==> config.mk <==
export PLATFORM = sky130hd
export DESIGN_NAME = top_k_keyed_list_core
export DESIGN_NICKNAME = d
export VERILOG_FILES = /design/src/tkl_pkg.sv /design/src/tkl_cell.sv /design/src/top_k_keyed_list_core.sv
export SDC_FILE = /design/constraint.sdc
export NUM_CORES = 1
export LEC_CHECK = 0
export BUFFER_PORTS_ARGS = -buffer_cell sky130_fd_sc_hd__buf_2
export CAP_MARGIN = 0
export CORE_UTILIZATION = 35
export DETAILED_ROUTE_END_ITERATION = 7
export PLACE_DENSITY = 0.49
export SYNTH_ARGS = -nofsm -noshare
export SYNTH_HDL_FRONTEND = slang
export SYNTH_SLANG_ARGS = --single-unit
==> constraint.sdc <==
create_clock -name clk -period 14.4 [get_ports clk]
set_clock_uncertainty 0.2 [all_clocks]
set_input_delay 2.88 -clock clk [delete_from_list [all_inputs] [get_ports clk]]
set_output_delay 2.88 -clock clk [all_outputs]
set_load 0.01 [all_outputs]
==> src/tkl_pkg.sv <==
// Shared types and constants of the bounded top-k keyed list.
`timescale 1ns / 1ps

package tkl_pkg;

	localparam int KEY_W  = 32;
	localparam int FREQ_W = 16;
	localparam int POS_W  = 3;
	localparam int CNT_W  = 4;

	typedef enum logic [1:0] {
		KIND_ADD    = 2'd0,
		KIND_CLEAR  = 2'd1,
		KIND_READ   = 2'd2,
		KIND_LOOKUP = 2'd3
	} kind_t;

	typedef struct packed {
		kind_t               kind;
		logic [KEY_W-1:0]    word_key;
		logic [FREQ_W-1:0]   frequency;
		logic [POS_W-1:0]    position;
	} cmd_word_t;

	typedef struct packed {
		logic                accepted;
		logic                found;
		logic [POS_W-1:0]    found_position;
		logic                entry_valid;
		logic [KEY_W-1:0]    entry_key;
		logic [FREQ_W-1:0]   entry_freq;
		logic [CNT_W-1:0]    count;
	} res_word_t;

	// Broadcast from the control to every cell.
	typedef struct packed {
		logic                add_do;
		logic                clear;
		logic [KEY_W-1:0]    key;
		logic [FREQ_W-1:0]   freq;
	} bcast_t;

	// Passed from each cell to the next one down the list.
	typedef struct packed {
		logic                valid;
		logic                ge;
		logic                hit_above;
		logic [KEY_W-1:0]    key;
		logic [FREQ_W-1:0]   freq;
	} link_t;

	// Per-cell status seen by the control.
	typedef struct packed {
		logic                match;
		logic                stale;
	} cell_stat_t;

endpackage

==> src/tkl_cell.sv <==
// One list position: holds an entry, compares it and shifts it down on insertion.
`timescale 1ns / 1ps

module tkl_cell
	import tkl_pkg::*;
(
	input  logic       clk,
	input  logic       arst_n,
	input  bcast_t     bcast,
	input  link_t      prev,
	output link_t      next,
	output cell_stat_t stat
);

	logic              valid_q;
	logic [KEY_W-1:0]  key_q;
	logic [FREQ_W-1:0] freq_q;
	logic              ge;
	logic              match;
	logic              in_range;
	logic              insert;
	logic              shift;

	assign ge       = valid_q & (freq_q >= bcast.freq);
	assign match    = valid_q & (key_q == bcast.key);
	// This cell lies at or above the slot that the add frees or fills.
	assign in_range = prev.valid & ~prev.hit_above;
	assign insert   = bcast.add_do & in_range & ~ge & prev.ge;
	assign shift    = bcast.add_do & in_range & ~prev.ge;

	always_ff @(posedge clk or negedge arst_n) begin
		if (!arst_n) begin
			valid_q <= 1'b0;
		end else if (bcast.clear) begin
			valid_q <= 1'b0;
		end else if (insert | shift) begin
			valid_q <= 1'b1;
		end
	end

	always_ff @(posedge clk) begin
		if (insert) begin
			key_q  <= bcast.key;
			freq_q <= bcast.freq;
		end else if (shift) begin
			key_q  <= prev.key;
			freq_q <= prev.freq;
		end
	end

	assign next.valid     = valid_q;
	assign next.ge        = ge;
	assign next.hit_above = prev.hit_above | match;
	assign next.key       = key_q;
	assign next.freq      = freq_q;

	assign stat.match = match;
	assign stat.stale = match & (freq_q < bcast.freq);

endmodule

==> src/top_k_keyed_list_core.sv <==
// Top level of the bounded top-k keyed list: cell row, control and result register.
// A result is registered when its word is accepted.
// Throughput: one word per cycle while results are taken; cmd_ready drops only
// while a finished result waits on res_ready.
// The cycle is set by the per-cell key and frequency compares and the match ripple.
// Reset empties the list and drops any pending result; stored entries are not cleared.
`timescale 1ns / 1ps

module top_k_keyed_list_core
	import tkl_pkg::*;
#(
	parameter int CAPACITY = 8
) (
	input  logic      clk,
	input  logic      arst_n,
	input  logic      cmd_valid,
	output logic      cmd_ready,
	input  cmd_word_t cmd,
	output logic      res_valid,
	input  logic      res_ready,
	output res_word_t res
);

	localparam int OCC_W = $clog2(CAPACITY + 1);

	bcast_t                bcast;
	link_t                 links [CAPACITY+1];
	cell_stat_t            stats [CAPACITY];
	logic [CAPACITY-1:0]   match_vec;
	logic [CAPACITY-1:0]   valid_vec;
	logic [OCC_W-1:0]      count_q;
	logic [OCC_W-1:0]      count_next;
	logic                  cmd_fire;
	logic                  hit;
	logic                  stale_any;
	logic                  full;
	logic                  last_lt;
	logic                  add_ok;
	logic                  res_valid_q;
	res_word_t             res_q;
	res_word_t             res_d;

	assign cmd_fire  = cmd_valid & cmd_ready;
	assign cmd_ready = ~res_valid_q | res_ready;

	assign links[0] = '{valid: 1'b1, ge: 1'b1, hit_above: 1'b0, key: '0, freq: '0};

	for (genvar g = 0; g < CAPACITY; g++) begin : g_cell
		tkl_cell u_cell (
			.clk    (clk),
			.arst_n (arst_n),
			.bcast  (bcast),
			.prev   (links[g]),
			.next   (links[g+1]),
			.stat   (stats[g])
		);
		assign match_vec[g] = stats[g].match;
		assign valid_vec[g] = links[g+1].valid;
	end

	always_comb begin
		stale_any = 1'b0;
		for (int i = 0; i < CAPACITY; i++) begin
			stale_any = stale_any | stats[i].stale;
		end
	end

	assign hit     = |match_vec;
	assign full    = (count_q == OCC_W'(CAPACITY));
	assign last_lt = links[CAPACITY].valid & ~links[CAPACITY].ge;
	assign add_ok  = hit ? stale_any : (~full | last_lt);

	assign bcast.add_do = cmd_fire & (cmd.kind == KIND_ADD) & add_ok;
	assign bcast.clear  = cmd_fire & (cmd.kind == KIND_CLEAR);
	assign bcast.key    = cmd.word_key;
	assign bcast.freq   = cmd.frequency;

	always_comb begin
		count_next = count_q;
		case (cmd.kind)
			KIND_ADD: begin
				if (add_ok && !hit && !full) begin
					count_next = count_q + OCC_W'(1);
				end
			end
			KIND_CLEAR: begin
				count_next = '0;
			end
			default: begin
				count_next = count_q;
			end
		endcase
	end

	always_comb begin
		res_d       = '0;
		res_d.count = CNT_W'(count_next);
		case (cmd.kind)
			KIND_ADD: begin
				res_d.accepted = add_ok;
			end
			KIND_READ: begin
				for (int i = 0; i < CAPACITY; i++) begin
					if (int'(cmd.position) == i && links[i+1].valid) begin
						res_d.entry_valid = 1'b1;
						res_d.entry_key   = links[i+1].key;
						res_d.entry_freq  = links[i+1].freq;
					end
				end
			end
			KIND_LOOKUP: begin
				res_d.found = hit;
				for (int i = 0; i < CAPACITY; i++) begin
					if (match_vec[i]) begin
						res_d.found_position = POS_W'(i);
					end
				end
			end
			default: begin
				res_d.count = CNT_W'(count_next);
			end
		endcase
	end

	always_ff @(posedge clk or negedge arst_n) begin
		if (!arst_n) begin
			count_q     <= '0;
			res_valid_q <= 1'b0;
		end else begin
			if (cmd_fire) begin
				count_q     <= count_next;
				res_valid_q <= 1'b1;
			end else if (res_ready) begin
				res_valid_q <= 1'b0;
			end
		end
	end

	always_ff @(posedge clk) begin
		if (cmd_fire) begin
			res_q <= res_d;
		end
	end

	assign res_valid = res_valid_q;
	assign res       = res_q;

	a_count_bound: assert property (@(posedge clk) disable iff (!arst_n)
		count_q <= OCC_W'(CAPACITY))
		else $error("entry count exceeds capacity");

	a_count_cells: assert property (@(posedge clk) disable iff (!arst_n)
		$countones(valid_vec) == int'(count_q))
		else $error("entry count disagrees with occupied cells");

	a_key_unique: assert property (@(posedge clk) disable iff (!arst_n)
		$onehot0(match_vec))
		else $error("key held in more than one cell");

	a_clear_empties: assert property (@(posedge clk) disable iff (!arst_n)
		bcast.clear |=> (count_q == '0) && (valid_vec == '0))
		else $error("list not empty after clear");

endmodule

==> flow_summary_export.csv <==
group,metric,value,unit
clock_network,cts-root-buf,"clkbuf_16",
clock_network,clk_transition_reported_paths,0.06,ns
synthesis,synth-seq-area-share,49.4,%
finish,nets,2445,
hold_path,min_from,"count_q[3]",
timing,setup_tns,0,ns
grt,grt_pass1_vias,20100,
hold_path,min_to,"count_q[3]",
synthesis,synth_ff_type,"edfxtp_1",
synthesis,syn-num-nets,2393,
grt,overflow,0,
hold_path,whs_path_depth,1,
synthesis,yosys.area.top_type_share,48.2,%
route,drtIter0Drc,2254,
synthesis,synth_common_cells,"442 x edfxtp_1, 296 x mux2_2, 174 x a22oi_1, 130 x ha_1, 123 x xnor2_1",
timing,tightest_slew,1.24,ns
synthesis,synth_edf_count,442,
synthesis,avgSynthCellArea,12.5,um^2
place,dp_hpwl,77600,um
timing,max_freq,0.130,GHz
finish,fillerInstances,7490,
job,maxCapViolCount,0,
synthesis,synth.distinct_cells,68,
synthesis,yosysWarnings,0,
worst_setup_path,required,14.57,ns
route,drc,0,
grt,track_usage,27.4,%
pwr,ir_drop,0.0773,mV
route,ant_nets,0,
timing,final.period_utilization,53.2,%
timing,relSlewSlack,17.1,%
clock_network,cts_made_buffers,55,
die,dieWidth,282,um
route,wl,110000,um
place,port_buffers,116,
clock_network,ctsHtreeMaxLevel,2,
timing,holdWs,0.337,ns
route,wire_per_inst,32.9,um
synthesis,synth.most_common_cell,"edfxtp_1",
die,ios,117,
synthesis,synth_area_leaders,"edfxtp_1 48%, mux2_2 12%, ha_1 5.9%",
worst_setup_path,worstReg2RegEnd,"g_cell[5].u_cell.key_q[12]",
route,drt-vias-per-instance,6.00,
place,dp_cells,3241,
grt,grt_pass1_wl,154000,um
finish,drive_gt1_share,24.8,%
clock_network,cts_resized,0,
pwr,power_density,108,nW/um^2
die,die_area,79700,um^2
worst_setup_path,cp.arrival,7.83,ns
worst_setup_path,cp-start-kind,"input port",
clock_network,hold_buffers,0,
route,firstDrtPassIters,7,
route,vias,20100,
worst_setup_path,cp_max_fo,40,
grt,grt_max_degree,59,
synthesis,syn_inst,2206,
finish,area_delta_synth_final,11.7,%
synthesis,syn-cell-area,27500,um^2
timing,finalSetupViolCount,0,
synthesis,yosysTopAreaCell,"edfxtp_1",
outcome,status,"finished clean",
die,start_util,35.5,%
hold_path,min_path_type,"reg2reg",
die,core_region_area,77600,um^2
timing,finalMaxSlewViolations,0,
worst_setup_path,worstRegToRegCells,11,
worst_setup_path,r2r_setup_slack,8.90,ns
clock_network,clkLatencyLatePin,0.62,ns
die,rows,102,
clock_network,cts_tree,"done",
timing,rsz0062_at_grt,"no",
synthesis,synthArstFlopShare,2.86,%
clock_network,cts.sinks,455,
worst_setup_path,rr_startpoint,"g_cell[1].u_cell.freq_q[15]",
pwr,p_leak,10.4,nW
place,gp_congestion,1.01,
die,die_h,282,um
worst_setup_path,end_kind,"flop",
timing,min_period,7.67,ns
finish,fin_cells,3342,
clock_network,cts_setup_buffers,0,
synthesis,ys_seq_elements,455,
worst_setup_path,worst-setup-path-type,"in2reg",
grt,antenna_found_initial,2,
clock_network,cts_buffer_depth,3,
timing,hold_viol_final,0,
[critical path, cell delays in order]
cell and delay, ns:
buf_2 0.20, inv_1 0.21, ha_1 0.34, nand4_1 0.17, nor4_1 0.40, o21ai_0 0.17, o2111ai_1 0.19, o22ai_1 0.18
or4_1 0.56, or4_1 0.73, nand4_1 0.59, buf_4 0.73, mux2_2 0.41
[per-layer routing]
| metal | vias up | global-route usage (%) | wire length, um |
|---|---|---|---|
| li1 | 8762 | - | - |
| met1 | 10300 | 34.4 | 44500 |
| met2 | 815 | 47.6 | 54600 |
| met3 | 184 | 3.33 | 6400 |
| met4 | 0 | 10.7 | 4340 |
| met5 | - | 0 | 0 |
[cell usage in the layout, fill, tap and decap left out, types with 12 or more instances in the layout]
| cell type | instances |
|---|---|
| edfxtp_1 | 442 |
| mux2_2 | 296 |
| a22oi_1 | 174 |
| ha_1 | 130 |
| xnor2_1 | 123 |
| buf_2 | 116 |
| xor2_1 | 111 |
| nand2_1 | 75 |
| nand4_1 | 75 |
| nor4_1 | 61 |
| nand2b_1 | 58 |
| clkbuf_16 | 55 |
| a21oi_1 | 50 |
| o21ai_0 | 48 |
| nand3_1 | 45 |
| inv_1 | 42 |
| a41oi_1 | 39 |
| nor2_1 | 37 |
| buf_4 | 32 |
| a21o_1 | 30 |
| mux2_1 | 19 |
| mux2_4 | 19 |
| nor3_1 | 18 |
| dfrtp_1 | 13 |
| clkinv_2 | 12 |
[worst max path at each step]
stage | cells after the start | end | slack [ns] | start
final | 13 | g_cell[5].u_cell.key_q[12] | 6.73 | cmd[15]
after global routing | 13 | g_cell[5].u_cell.key_q[15] | 6.51 | cmd[15]
after CTS | 12 | g_cell[5].u_cell.key_q[24] | 6.73 | cmd[15]
after detailed placement | 12 | g_cell[5].u_cell.key_q[12] | 6.10 | cmd[15]
after global placement | 12 | g_cell[5].u_cell.key_q[17] | 6.16 | cmd[15]
after floorplan | 11 | g_cell[1].u_cell.freq_q[0] | 5.22 | cmd[30]
[kinds of logic (layout without fill, tap and decap cells)]
group	count (synthesis)	after routing	synth area share (%)
adders and majority gates	130	130	5.91
buffers and inverters	196	291	3.38
other	0	1	0
and+or+nand+nor	449	449	9.25
xor gates and xnor gates	234	234	7.45
DFF	455	455	49.4
muxes	336	336	14.0
AOI/OAI and AO/OA	406	406	10.6
[cell type report]
| cell class | count | area [um^2] | area share [%] |
|---|---|---|---|
| multi-input cells | 1555 | 13100 | 42.5 |
| well taps | 1040 | 1300 | 4.23 |
| diodes | 1 | 2.50 | 0.00814 |
| inverters | 43 | 163 | 0.529 |
| clock buffers | 66 | 1430 | 4.64 |
| repair buffers | 148 | 821 | 2.67 |
| flip-flops and latches | 455 | 13600 | 44.2 |
| clock inverters | 34 | 350 | 1.14 |
[power by group]
group,switching (mW),internal (mW)
clock network,0.597,0.827
logic,0.242,0.113
registers,0.0442,1.49
total,0.883,2.43
[metrics by stage]
stage | setup WS (ns) | utilization, % | power, mW | instance area (um^2)
6_report | 6.73 | 39.6 | 3.31 | 30700
5_1_grt | 6.51 | 39.6 | 3.41 | 30700
4_1_cts | 6.73 | 39.6 | 3.34 | 30700
3_5_place_dp | 6.10 | 37.3 | 1.91 | 29000
3_3_place_gp | 6.16 | 37.3 | 1.91 | 29000
2_1_floorplan | 5.22 | - | 1.75 | 27500
[state kept, by name, indices dropped and copies added (netlist names)]
| register | flops |
|---|---|
| g_cell.u_cell.valid_q | 8 |
| count_q | 4 |
| g_cell.u_cell.key_q | 256 |
| g_cell.u_cell.freq_q | 128 |
| res | 58 |
| res_valid | 1 |
No activity file was read; power rests on OpenSTA's default activity.
